$ cat config.mk
export PLATFORM = sky130hd
export DESIGN_NAME = su_outreg
export DESIGN_NICKNAME = d
export VERILOG_FILES = /design/src/design/su_pkg.sv /design/src/design/su_outreg.sv
export SDC_FILE = /design/constraint.sdc
export NUM_CORES = 1
export LEC_CHECK = 0
export BUFFER_PORTS_ARGS = -buffer_cell sky130_fd_sc_hd__buf_2
export CAP_MARGIN = 10
export CORE_MARGIN = 5
export CORE_UTILIZATION = 42
export CTS_BUF_LIST = sky130_fd_sc_hd__clkbuf_4 sky130_fd_sc_hd__clkbuf_8
export DETAILED_ROUTE_END_ITERATION = 6
export PLACE_DENSITY = 0.9
export REMOVE_ABC_BUFFERS = 1
export SLEW_MARGIN = 10
export SYNTH_ARGS = -nofsm -noshare
export SYNTH_HDL_FRONTEND = slang
export SYNTH_SLANG_ARGS = --single-unit
$ cat constraint.sdc
create_clock -name clk -period 1.8 [get_ports clk]
set_input_delay 0.18 -clock clk [delete_from_list [all_inputs] [get_ports clk]]
set_output_delay 0.18 -clock clk [all_outputs]
set_load 0.02 [all_outputs]
$ cat src/design/su_pkg.sv
`timescale 1ns / 1ps
package su_pkg;
	localparam int MaxItems = 32;
	localparam int IdxW = $clog2(MaxItems);
	localparam int CntW = $clog2(MaxItems + 1);
	localparam int ValW = 64;
	localparam int UCntW = 6;

	typedef struct packed {
		logic [ValW-1:0] value;
		logic            last;
	} req_t;

	typedef struct packed {
		logic [ValW-1:0]  value;
		logic             last;
		logic [UCntW-1:0] count;
		logic             ovf;
	} res_t;

	function automatic logic slt(input logic [ValW-1:0] a, input logic [ValW-1:0] b);
		slt = $signed(a) < $signed(b);
	endfunction
endpackage

$ cat src/design/su_outreg.sv
`timescale 1ns / 1ps
module su_outreg import su_pkg::*; (
	input  logic clk,
	input  logic arst_n,
	input  logic in_valid,
	output logic in_ready,
	input  res_t in_data,
	output logic out_valid,
	input  logic out_ready,
	output res_t out_data
);
	res_t data_q;
	logic vld_q;
	assign in_ready  = !vld_q || out_ready;
	assign out_valid = vld_q;
	assign out_data  = data_q;
	always_ff @(posedge clk) begin
		if (in_valid && in_ready) data_q <= in_data;
	end
	always_ff @(posedge clk or negedge arst_n) begin
		if (!arst_n) vld_q <= 1'b0;
		else if (in_ready) vld_q <= in_valid;
	end
endmodule

Word-level counts from Yosys, hierarchy flattened
Cells that the tools add are included.

Register bits: 73.

Reduce and logical (&&, ||, !) cells: 3.

Operators by type and width (count): $logic_and A1 B1 Y1 (1); $logic_not A1 Y1 (1); $logic_or A1 B1 Y1 (1).

Longest topological paths before layout
Gate-level depths: netlist of run 1.

Depth after elaboration: 3. Mapped depth: 2. Mapped depth without buffers: 2.

Worst setup path after synthesis of run 1
Ideal clock, no wire load.

Kind: reg-to-reg. Start point: reg vld_q (netlist: out_valid). End point: reg data_q (netlist bit out_data[0]) (enable). Cell stages (with the launch flop): 3. Path buffers: 0. Slack: 202 ps. Arrival: 1219 ps. Setup time: 379 ps. Clock period less this slack: 1598 ps. Data required time: 1421 ps. Path through: dfrtp_1 -> nand2b_4 -> and2_4.

Cells in the longest elaborated chain, start to end: 3.

RTL lines: from (decl) (line su_outreg.sv:13) `logic vld_q;`; from (signal assigned) (line su_outreg.sv:22) `else if (in_ready) vld_q <= in_valid;`; $logic_not A1 Y1 (line su_outreg.sv:14) `assign in_ready = !vld_q || out_ready;`; $logic_or A1 B1 Y1 (line su_outreg.sv:14); via in_ready (line su_outreg.sv:6) `output logic in_ready,`; $logic_and A1 B1 Y1 (line su_outreg.sv:18) `if (in_valid && in_ready) data_q <= in_data;`; to (signal assigned) (line su_outreg.sv:18); to (decl) (line su_outreg.sv:12) `res_t data_q;`.

The timed path passes the listed nets, and every way through them passes these cells. A chain may end at the register's enable or synchronous reset.

Worst setup path after layout of run 1
Start point: reg vld_q (netlist: out_valid). End point: reg data_q (netlist bit out_data[0]) (enable).

Cells in the longest elaborated chain, start to end: 3.

RTL lines (line): $logic_not A1 Y1 (su_outreg.sv:14); $logic_or A1 B1 Y1 (su_outreg.sv:14); $logic_and A1 B1 Y1 (su_outreg.sv:18).

Every way passes these cells.

==> results_dict.tcl, run 1 <==
set metrics [dict create \
    status "complete, no violations" \
    dieArea_um2 6830 \
    io_pins 150 \
    r2r_start "out_valid$_DFFE_PN0P_" \
    final_common_cell "buf_2" \
    grt_pass1_vias 1467 \
    vias 1478 \
    place_congestion 0.703 \
    powerDensity_nw_per_um2 1100 \
    fin_area_um2 3670 \
    grtUsageTotal_pct 15.1 \
    cp-startpoint "out_valid$_DFFE_PN0P_" \
    min_period_ps 1210 \
    start_util_pct 43.4 \
    use_met2_pct 24.0 \
    rsz0062_at_grt "no" \
    crit_end "out_data[0]$_DFFE_PP_" \
    r2r_slack_ps 590 \
    grt_use_met1_pct 16.6 \
    io_buffers 149 \
    grt_max_degree 38 \
    synthToLayoutAreaGrowth_pct 65.6 \
    grt_use_met3_pct 8.03 \
    worst_hold_path_type "input pin to register" \
    crit-reg2reg-capture "out_data[0]$_DFFE_PP_" \
    drive_gt1_share_pct 61.7 \
    hold_depth 1 \
    register_area_um2 2190 \
    setup_tns_ps 0 \
    viasPerCell 4.28 \
    syn_avg_cell_area_um2 29.2 \
    worstMarginPinSlew_ps 198 \
    ant_nets 0 \
    vdd_ir_drop_max_mv 0.660 \
    wl_um 5820 \
    htreeDepth 3 \
    grt_remaining_overflow 0 \
    yosysWarningCount 0 \
    syn_area_um2 2220 \
    syn_inst 76 \
    drc_errors 0 \
    final.period_utilization_pct 67.4 \
    finalSetupViolCount 0 \
    slew_viol_final 0 \
    cts-root-buf "clkbuf_8" \
    insertion_delay_ps 330 \
    grt_pass1_wl_um 7040 \
    worst_ep_required_time_ps 1830 \
    hold_violations 0 \
    nets 345 \
    max_slew_margin_pct 86.8 \
    leakagePower_uw 0.00157 \
    crit_path_end_kind "register" \
    reg2regPathDepth 3 \
    firstDrtPassIters 4 \
    numCtsBuffers 9 \
    drtIter0Drc 36 \
    fill_cells 353 \
    crit_fanout 37 \
    ys_ff_latch 73 \
    die_height_um 82.6 \
    clock_sinks 73 \
    start_kind "register" \
    antenna_found_initial 1 \
    ys_seq_area_share_pct 98.7 \
    worstPathArrival_ps 1240 \
    path_class "register to register" \
    busiest_layer "met2" \
    final_cell_mix "149 x buf_2, 72 x edfxtp_1, 31 x dlygate4sd3_1" \
    die_width_um 82.6 \
    fin_skew_ps 7.41 \
    maxCapViolCount 0 \
    synth_cell_types 5 \
    path_clk_slew_ps 80 \
    cts_tree "yes" \
    cts_buffer_depth 2 \
    multi_input_area_um2 28.8 \
    wl_per_cell_um 16.9 \
    placed_area_um2 3090 \
    fmax_mhz 825 \
    core_um2 5110 \
    fp-row-count 26 \
]
cell usage after synthesis:
cell type | instances | area [um2]
nand2b_1 | 1 | 6.26
and2_4 | 1 | 8.76
dfrtp_1 | 1 | 25.0
nand2b_4 | 1 | 13.8
edfxtp_1 | 72 | 2160
worst min path at each step:
stage / start / to
floorplan: arst_n / out_valid$_DFFE_PN0P_
global placement: arst_n / out_valid$_DFFE_PN0P_
detailed placement: arst_n / out_valid$_DFFE_PN0P_
finish: in_data[30] / out_data[30]$_DFFE_PP_
global route: in_data[28] / out_data[28]$_DFFE_PP_
CTS: in_data[33] / out_data[33]$_DFFE_PP_
what timing repair did:
| action | in CTS | in global routing |
|---|---|---|
| resized for setup | 0 | 0 |
| hold endpoints to repair | 6 | 25 |
| hold buffers | 6 | 25 |
| setup buffers | 0 | 0 |
where the power goes:
part	internal, uW	switching [uW]	total [uW]
logic	175	231	406
clock network	1060	586	1650
registers	1980	21.9	2000
total	3210	840	4050
worst max-delay path, stage by stage, from the launching register on:
cell and delay, ps:
dfrtp_1 410, nand2b_4 90, and2_4 180, buf_12 220
routing by layer:
layer | vias up | wire [um] | part of all wire, %
met5 | - | 0 | 0
met4 | 0 | 61 | 1.0
met3 | 7 | 688 | 12
met2 | 90 | 3130 | 54
met1 | 688 | 1940 | 33
li1 | 693 | - | -
cell type report:
cell class / instances / area share [%]
clock buffer: 9 / 3.38
multi-input combinational: 3 / 0.784
tap: 70 / 2.39
antenna: 1 / 0.0682
timing repair buffer: 182 / 29.9
clock inverter: 7 / 3.89
sequential: 73 / 59.6
registers in the layout (all words and copies together), names as in the netlist:
| register | count |
|---|---|
| out_data | 72 |
| out_valid | 1 |
metrics by stage:
step | std cells | setup slack (ps) | power (uW) | utilization, % | hold slack [ps]
5_1_grt | 344 | 545 | 4220 | 71.8 | -8.74
2_1_floorplan | 76 | 202 | 2200 | - | -116
3_5_place_dp | 297 | 611 | 2390 | 60.5 | -41.4
6_report | 345 | 587 | 4050 | 71.8 | 19.3
4_1_cts | 319 | 601 | 4040 | 66.9 | 0.972
3_3_place_gp | 297 | 635 | 2380 | 60.5 | -41.6
kinds of logic after synthesis:
logic type	count (synthesis)	share of synthesized area (%)
flip-flops	73	98.7
AND/OR/NAND/NOR	3	1.30
Power figures use the tool's default switching activity.
==> run 2, diff against run 1 <==
- clock period: 1.8 -> 1.25 ns (I/O delays scaled with it)
==> results_dict.tcl, run 2 (synthesis results as in run 1) <==
set metrics [dict create \
    vias 1730 \
    post_cts_resized 0 \
    max_slew_margin_pct 86.4 \
    dp_slack_ps 42.7 \
    drtIter0Drc 51 \
    antenna_found_initial 0 \
    path_clk_slew_ps 70 \
    viasPerCell 4.47 \
    io_buffers 149 \
    maxCapViolCount 0 \
    setup_tns_ps 0 \
    synthToLayoutAreaGrowth_pct 82.7 \
    start_util_pct 43.4 \
    fmax_mhz 806 \
    rsz0062_at_grt "yes" \
    worstPathArrival_ps 1260 \
    cts_tree "yes" \
    vdd_ir_drop_max_mv 0.961 \
    fp-row-count 26 \
    crit_path_end_kind "register" \
    finalSetupViolCount 0 \
    die_height_um 82.6 \
    slew_viol_final 0 \
    clock_sinks 73 \
    final_common_cell "buf_2" \
    insertion_delay_ps 330 \
    ant_nets 0 \
    finalPower_uw 5550 \
    io_pins 150 \
    place_congestion 0.709 \
    drive_gt1_share_pct 53.3 \
    min_period_ps 1240 \
    powerDensity_nw_per_um2 1370 \
    grt_pass1_vias 1907 \
    dieArea_um2 6830 \
    start_kind "register" \
    drc_errors 0 \
    worst_hold_path_type "input pin to asynchronous set/reset pin" \
    grtUsageTotal_pct 21.1 \
    dp_cells 297 \
    path_class "register to register" \
    grt_remaining_overflow 0 \
    numCtsBuffers 9 \
    crit_fanout 39 \
    leakagePower_uw 0.00173 \
    cts-root-buf "clkbuf_8" \
    wl_per_cell_um 17.4 \
    worstMarginPinSlew_ps 204 \
    status "complete, no violations" \
    largest_register_ffs 72 \
    final.period_utilization_pct 99.2 \
    firstDrtPassIters 4 \
    grt_max_degree 40 \
    setup_ws_ps 9.51 \
    htreeDepth 3 \
    wl_um 6720 \
    grt_pass1_wl_um 9850 \
    placed_area_um2 3090 \
    die_width_um 82.6 \
    hold_violations 0 \
    core_um2 5110 \
    fin_cells 387 \
    cts_buffer_depth 2 \
    nets 388 \
    worst_ep_required_time_ps 1270 \
    fin_area_um2 4050 \
    fin_skew_ps 7.42 \
    diodes 0 \
    final_cell_mix "149 x buf_2, 74 x dlygate4sd3_1, 72 x edfxtp_1" \
]
run 2: final timing paths:
path / startpoint / end / slack (ps) / cells after the start
worst max-delay path: out_valid$_DFFE_PN0P_ / out_data[62]$_DFFE_PP_ / 10 / 3
worst min-delay path: arst_n / out_valid$_DFFE_PN0P_ / 100 / 2
worst max register to register: out_valid$_DFFE_PN0P_ / out_data[62]$_DFFE_PP_ / 10 / 3
worst min register to register: out_valid$_DFFE_PN0P_ / out_valid$_DFFE_PN0P_ / 590 / 2
max in group asynchronous: arst_n / out_valid$_DFFE_PN0P_ / 1060 / 2
min in group clk: out_ready / out_valid$_DFFE_PN0P_ / 110 / 3
run 2: per-stage QoR:
stage               hold WS [ps]  utilization (%)
floorplan                   -171                -
global route                80.1             79.3
CTS                         71.8             79.3
global placement           -96.9             60.5
finish                       101             79.3
detailed placement         -96.6             60.5
run 2: cell type report:
class / count / area (um2)
clock inverter: 7 / 95.1
multi-input combinational: 3 / 28.8
tap: 70 / 87.6
timing repair buffer: 225 / 1530
clock buffer: 9 / 124
sequential: 73 / 2190
fill: 279 / 1060
run 2: power by group:
| part | internal [uW] | switching (uW) |
|---|---|---|
| Clock | 1120 | 848 |
| Combinational | 339 | 356 |
| Sequential | 2850 | 36.6 |
run 2: critical path: stages (launching register included):
cell and delay, ps:
dfrtp_1 420, nand2b_4 100, and2_4 180, buf_12 220
run 2: repair_timing:
| action | in CTS | in global routing |
|---|---|---|
| setup endpoints to repair | 0 | 42 |
| hold endpoints to repair | 74 | 0 |
| setup buffers | 0 | 0 |
| hold buffers | 74 | 0 |
run 2: layer usage:
metal | routed length (um) | part of all wire (%) | up-vias | global-route usage [%]
met4 | 244 | 3.6 | 0 | 12.3
met3 | 585 | 8.7 | 24 | 7.27
met5 | 0 | 0 | - | 0
met1 | 2320 | 35 | 824 | 21.9
li1 | - | - | 778 | -
met2 | 3570 | 53 | 104 | 36.6
