<file path="src/design/su_pkg.sv">
`timescale 1ns / 1ps
package su_pkg;
	localparam int MaxItems = 32;
	localparam int IdxW = $clog2(MaxItems);
	localparam int CntW = $clog2(MaxItems + 1);
	localparam int ValW = 64;
	localparam int UCntW = 6;

	typedef struct packed {
		logic [ValW-1:0] value;
		logic            last;
	} req_t;

	typedef struct packed {
		logic [ValW-1:0]  value;
		logic             last;
		logic [UCntW-1:0] count;
		logic             ovf;
	} res_t;

	function automatic logic slt(input logic [ValW-1:0] a, input logic [ValW-1:0] b);
		slt = $signed(a) < $signed(b);
	endfunction
endpackage

</file>
<file path="src/design/su_fifo.sv">
`timescale 1ns / 1ps
module su_fifo import su_pkg::*; (
	input  logic clk,
	input  logic arst_n,
	input  logic in_valid,
	output logic in_ready,
	input  req_t in_data,
	output logic out_valid,
	input  logic out_ready,
	output req_t out_data
);
	// two-entry queue between front and back
	req_t       mem_q [2];
	logic       wp_q, rp_q;
	logic [1:0] cnt_q;
	logic       push, pop;

	assign in_ready  = cnt_q != 2'd2;
	assign out_valid = cnt_q != 2'd0;
	assign out_data  = mem_q[rp_q];
	assign push = in_valid && in_ready;
	assign pop  = out_valid && out_ready;

	always_ff @(posedge clk) begin
		if (push) mem_q[wp_q] <= in_data;
	end

	always_ff @(posedge clk or negedge arst_n) begin
		if (!arst_n) begin
			wp_q  <= 1'b0;
			rp_q  <= 1'b0;
			cnt_q <= 2'd0;
		end else begin
			if (push) wp_q <= ~wp_q;
			if (pop) rp_q <= ~rp_q;
			cnt_q <= cnt_q + {1'b0, push} - {1'b0, pop};
		end
	end
endmodule

</file>
<file path="config.mk">
export PLATFORM = sky130hd
export DESIGN_NAME = su_fifo
export DESIGN_NICKNAME = d
export VERILOG_FILES = /design/src/design/su_pkg.sv /design/src/design/su_fifo.sv
export SDC_FILE = /design/constraint.sdc
export NUM_CORES = 1
export LEC_CHECK = 0
export BUFFER_PORTS_ARGS = -buffer_cell sky130_fd_sc_hd__buf_4
export CORE_ASPECT_RATIO = 0.7
export CORE_MARGIN = 5
export CORE_UTILIZATION = 25
export CTS_CLUSTER_SIZE = 10
export DETAILED_ROUTE_END_ITERATION = 16
export PLACE_DENSITY_LB_ADDON = 0.12
export SYNTH_ARGS = -nofsm -noshare
export SYNTH_HDL_FRONTEND = slang
export SYNTH_SLANG_ARGS = --single-unit
</file>
<file path="constraint.sdc">
create_clock -name clk -period 3.9 [get_ports clk]
set_input_delay 0.585 -clock clk [delete_from_list [all_inputs] [get_ports clk]]
set_output_delay 0.585 -clock clk [all_outputs]
set_load 0.02 [all_outputs]
</file>
### Yosys cells after proc, flatten, opt, wreduce, memory -nomap -nowiden

Memory sizes are Yosys's and may differ from the RTL's.
Cells that the tools add are included.

* $lt $le $gt $ge: 0
* div/mod/pow operators: 0
* add/sub/neg operators: 2
* equal/unequal tests: 1
* reductions and logical operators: 3
* shift operators: 0
* bitwise gates (word level): 2
* muxes and demuxes: 2
* multiply operators: 0

Operators by type and width (count)
* $add 2x1->2: 1
* $logic_and 1x1->1: 2
* $mux 1: 2
* $ne 2x2->1 const B: 1
* $not 1->1: 2
* $reduce_bool 2->1: 1
* $sub 2x1->2: 1

* memory bits (read-only): 0
* register bits: 4
* memories kept: 1
* output and inout bits: 67
* input port bits: 69
* RAM bits: 130
* logic and storage cells: 14
* latch bits: 0

Memories
* mem_q: words 2, width 65, rd ports 1, clocked after memory_dff 0, wr ports 1, RTL line su_fifo.sv:13 `req_t mem_q [2];`

### Longest topological paths before layout

Gate-level depths: netlist of the first run.

* depth after elaboration: 4
* gate-level depth with buffers: 7
* depth with buffers taken out: 7

### Least setup slack after synthesis of the first run

Ideal clock, no wire load.

* kind: register -> register
* start point: register cnt_q[1]
* end point: memory mem_q[0][0] (netlist bit) (enable)
* path buffers: 0
* period minus slack after synthesis: 3.963 ns
* data required time: 3.412 ns
* stages on the path, launching flop included: 4
* library setup time: 0.488 ns
* path slack: -0.063 ns
* arrival: 3.475 ns
* cells stage by stage: dfrtp_1 nand2b_1 nand2_1 nor2_1

* cells in the longest elaborated chain, start to end: 4

RTL lines
* start: declaration: RTL line su_fifo.sv:15 `logic [1:0] cnt_q;`
* start signal: assignment: RTL line su_fifo.sv:36 `cnt_q <= cnt_q + {1'b0, push} - {1'b0, pop};`
* $ne 2x2->1: RTL line su_fifo.sv:18 `assign in_ready = cnt_q != 2'd2;`
* via in_ready: RTL line su_fifo.sv:6 `output logic in_ready,`
* $logic_and 1x1->1: RTL line su_fifo.sv:21 `assign push = in_valid && in_ready;`
* $mux 1: RTL line su_fifo.sv:25 `if (push) mem_q[wp_q] <= in_data;`
* $mux 1 (not written as such): RTL line su_fifo.sv:25
* end: declaration: RTL line su_fifo.sv:13

The timed path passes the listed nets, and every way through them passes these cells.

==> summary.txt, run 1 <==
Worst-path clk slew: 60 ps
Antenna Nets Post-Route: 0
outcome: complete, no violations
post-DR vias/cell: 3.871
layout cells sized above 1: 0.6105
Placed Area: 6385 sq um
Post-Syn Nets: 290
met3 WL: 891 um
Unique masters post-synth: 16
Initial Utilization: 0.2543
Final Util: 0.3483
Reg2Reg Capture Point: mem_q[1][46]
Met1 Wirelength: 4854 um
hpwl dp: 6745 um
DRT iter0 DRCs: 113
Ports: 136
synth top area cells: edfxtp_1 77%, mux2_4 12%, mux2_2 5.6%, dfrtp_1 2.0%, buf_6 1.1%
Die Span X: 179.9 um
CTS Buf Count: 17
global-route wire length before repair: 15,630 um
Pwr Total: 5453 uW
Critical Path RT: 3310 ps
CTS tree: built
largest net degree at the start of global routing: 66
GR Util All Layers: 0.09020
Crit Path Class: flop to output pin
die height: 128.9 um
die area: 23,180 sq um
Setup Viol. Count Final: 0
Worst Max-Slew Pin Slew: 997.5 ps
Port Buffers: 135
share of the synthesized area in the top cell type: 0.7732
Avg WL per Cell: 15.88 um
Worst R2R Setup Slack: 2070 ps
FF+latch count, synth: 134
CTS sink cnt: 134
commonest non-fill, non-tap cell in the layout: buf_4
initial antenna violation count: 0
CP endpoint: out_data[0]
clk_skew: 9.564 ps
H-tree levels: 4
f_max: 0.3678 GHz
Synth Warn #: 0
Cell Area, Synth: 5049 sq um
CORE AREA: 19,850 sq um
min-delay worst type: input pin to flop
synthesized area per cell: 23.05 sq um
DR WL met2: 4436 um
Slew Viols, Final: 0
Post-Syn Instances: 219
row cnt: 43
routed via count: 2,516
depth of the most critical reg-to-reg path: 2
Final Wtd Congestion: 0.6558
Root Buffer: clkbuf_16
worst skew pair latency: 420 ps
# Post-CTS Setup Buffers: 0
Nets: 441
WP data arrival: 2130 ps
Crit Path Max Fanout: 36
Max IR drop VDD: 0.2932 mV
Final Cycle Share: 0.6971
Detailed Routing Iterations Pass 1: 6
RSZ-0062 raised after global routing: false
Congestion Overflow GR: 0
vias in the first global route: 2,749
power per cell area: 788.7 nW/um^2
setup tns final: 0 ps
antenna diode count: 0
Crit. End Element: output pin
crit path launch: rp_q
Seq/Total Area, Yosys: 0.7931
leakage: 0.002650 uW
final WL: 10,320 um
max_slew headroom: 0.3350
clock buffer depth: 2
DRC: 0
Layout area overhead: 36.95%
most frequent cells in the layout: 137 x buf_4, 130 x edfxtp_1, 40 x mux2_4
Reg-to-Reg Start: cnt_q[1]
Tmin final: 2719 ps
Worst Hold Slack: 349.4 ps
Final Hold Viols: 0
Max-Cap Viols: 0
Top Layer Used: met4
area leader, netlist: edfxtp_1
final non-filler cell area: 6914 sq um
Startpoint Class: flop
[worst min path at each step]
stage	start	end	slack, ps	depth (start not counted)
after global routing	in_data[49]	mem_q[0][49]	330	1
after detailed placement	arst_n	cnt_q[0]	390	1
after global placement	arst_n	cnt_q[0]	390	1
after floorplan	arst_n	cnt_q[0]	290	0
final	in_data[49]	mem_q[1][49]	350	1
after CTS	in_data[49]	mem_q[0][49]	330	1
[cell usage after synthesis]
library cell and instances:
buf_6 5, nor2_1 1, nand2_1 1, edfxtp_1 130, xnor2_1 3, and2_1 1, or2_1 1, xor2_1 1
mux2_2 25, inv_1 1, nand2b_1 1, ha_1 2, dfrtp_1 4, mux2_4 40, buf_2 2, and3_1 1
[power breakdown]
group | internal [uW] | total [uW] | switching (uW)
clock | 857 | 1410 | 556
combinational | 923 | 1890 | 968
sequential | 1980 | 2150 | 172
[sequential cells by signal, summed over array words and instances, names as in the netlist]
register  flops
cnt_q         2
rp_q          1
mem_q       130
wp_q          1
[final cells by class]
type	count	area [sq um]
fillers	1902	12940
flip-flops and latches	134	4008
repair buffers	139	1059
multi-input cells	77	987.2
clock buffers	19	432.9
well taps	270	337.8
clock inverters	10	86.33
inverters	1	3.754
[worst max-delay path, cell delays in order (launching register included)]
cell     delay, ps
dfrtp_4        840
buf_12         330
mux2_2         370
buf_4          160
[metal layers]
layer  GRT usage  vias up
li1            -     1164
met1      0.1170     1244
met2      0.1268       97
met3     0.05143       11
met4     0.03090        0
met5           0        -
[per-stage QoR]
step,setup slack [ps],std cells
2_1_floorplan,1023,219
3_3_place_gp,1572,620
3_5_place_dp,1559,620
4_1_cts,1108,650
5_1_grt,1070,650
6_report,1181,650
[logic make-up after synthesis]
group	Yosys count	share of synthesized area
xor gates and xnor gates	4	0.006941
adders and majority gates	2	0.004956
buffers and inverters	8	0.01388
DFF	134	0.7931
muxes	65	0.1747
and+or+nand+nor	6	0.006445
[repair_timing]
item | CTS | global route
gates resized for setup | 0 | 0
hold buffers | 1 | 0
hold endpoints to repair | 4 | 0
(Power assumes the default switching activity.)
==> run 2, diff against run 1 <==
- clock period: 3.9 -> 2.56 ns (I/O delays scaled with it)
==> run 2 against run 1 <==
Hold slack got worse by 190 ps. Flip-flop and latch count did not move. Combinational power rose by 63%. Clock power rose by 79%. First-iteration DRC count rose by 15%. Routed wire length rose by 2.4%. Final area rose by 2.0%. Power rose by 60%. Count of clock-buffer cells in the layout did not move. Global-route usage rose by 0.15 points. Setup slack got worse by 740 ps. Largest cell class unchanged.
==> summary.txt, run 2 (synthesis gave the netlist of run 1 again) <==
Congestion Overflow GR: 0
pre-CTS setup slack: 811.3 ps
Final Cycle Share: 0.8292
Setup Viol. Count Final: 0
Pwr Total: 8745 uW
Reg-to-Reg Start: cnt_q[1]
hpwl dp: 6874 um
GR Util All Layers: 0.09173
most frequent cells in the layout: 138 x buf_4, 130 x edfxtp_1, 40 x mux2_4
Finished Layout Cells: 656
layout cells sized above 1: 0.6140
clk_skew: 6.831 ps
RSZ-0062 raised after global routing: false
die area: 23,180 sq um
largest net degree at the start of global routing: 47
switching power total: 2656 uW
crit path launch: rp_q
DR WL met2: 4472 um
H-tree levels: 4
Root Buffer: clkbuf_16
Top Registers: mem_q (130), cnt_q (2)
Detailed Routing Iterations Pass 1: 4
leakage: 0.002717 uW
min-delay worst type: input pin to flop
worst skew pair latency: 410 ps
max_slew headroom: 0.7372
setup tns final: 0 ps
Final Hold Viols: 0
CTS tree: built
Crit Path Max Fanout: 46
Initial Utilization: 0.2543
routed via count: 2,529
Die Span X: 179.9 um
Critical Path RT: 2180 ps
antenna diode count: 0
DRT iter0 DRCs: 130
Worst Min Path Start: in_data[35]
CTS sink cnt: 134
WP data arrival: 1740 ps
internal cell power: 6089 uW
Slew Viols, Final: 0
CTS Buf Count: 17
CORE AREA: 19,850 sq um
max FFs per register: 130
clock buffer depth: 2
Crit Path Class: flop to output pin
power per cell area: 1239 nW/um^2
Antenna Nets Post-Route: 0
Largest Register: mem_q
Max IR drop VDD: 0.4844 mV
Startpoint Class: flop
Ports: 136
vias in the first global route: 2,726
Logic pwr share: 0.353
Nets: 444
Worst-path clk slew: 60 ps
Port Buffers: 135
Top Layer Used: met4
outcome: complete, no violations
Max-Cap Viols: 0
Sw Share: 0.3037
Tmin final: 2123 ps
commonest non-fill, non-tap cell in the layout: buf_4
final WL: 10,570 um
DRC: 0
row cnt: 43
Clock Power Share: 0.290
Crit. End Element: output pin
met3 WL: 863 um
Final Wtd Congestion: 0.6836
f_max: 0.4711 GHz
Final Util: 0.3554
post-DR vias/cell: 3.855
Worst Max-Slew Pin Slew: 394.2 ps
Worst R2R Setup Slack: 830 ps
PnR worst setup slack: 437.3 ps
share of power burned in registers: 0.358
placed cells: 623
global-route wire length before repair: 15,780 um
Avg WL per Cell: 16.11 um
Layout area overhead: 39.75%
Met1 Wirelength: 5095 um
initial antenna violation count: 0
die height: 128.9 um
-- run 2: cell count changes in the layout (fill, tap and decap cells not counted) --
cell        previous run  this run
buf_12                 1         3
inv_6                  0         1
bufinv_16              1         4
buf_4                137       138
clkinv_1               1         2
clkinv_2               4         2
clkinvlp_4             2         1
clkinv_4               2         3
-- run 2: worst paths after layout --
kind,endpoint,cells after the start
min reg2reg,cnt_q[0],1
max,out_data[56],3
max reg2reg,cnt_q[1],7
min in group asynchronous,wp_q,2
max in group asynchronous,rp_q,2
min,mem_q[0][35],1
-- run 2: timing repair --
item | CTS | global route
endpoints found under the hold margin | 4 | 0
hold buffers | 1 | 0
gates resized for setup | 0 | 0
setup buffers | 0 | 0
-- run 2: power by group through the flow --
stage / sequential, uW / clock, uW / combinational (uW)
floorplan: 3150 / 0 / 1990
CTS: 3140 / 2610 / 3180
finish: 3130 / 2530 / 3080
global placement: 3160 / 0 / 3170
global route: 3170 / 2710 / 3300
detailed placement: 3180 / 0 / 3180
-- run 2: layout make-up --
cell class	count	area, sq um
Clock buffer	19	432.9
Clock inverter	13	180.2
Fill cell	1890	12800
Inverter	1	3.754
Multi-Input combinational cell	77	987.2
Sequential cell	134	4008
Tap cell	270	337.8
Timing Repair Buffer	142	1106
-- run 2: per-layer routing --
metal / up-vias / track usage
met3: 13 / 0.04691
met4: 0 / 0.03493
met5: - / 0
met2: 99 / 0.1261
li1: 1174 / -
met1: 1243 / 0.1233
-- run 2: metrics by stage --
step | area [sq um] | hold WS [ps]
2_1_floorplan | 5057 | 88.41
3_3_place_gp | 6432 | 192.8
3_5_place_dp | 6432 | 193.6
4_1_cts | 7056 | 133.6
5_1_grt | 7056 | 128.3
6_report | 7056 | 158.1
-- run 2: critical path: stages, from the launching register on --
cell and delay, ps:
dfrtp_4 420, buf_12 320, mux2_2 410, buf_4 160
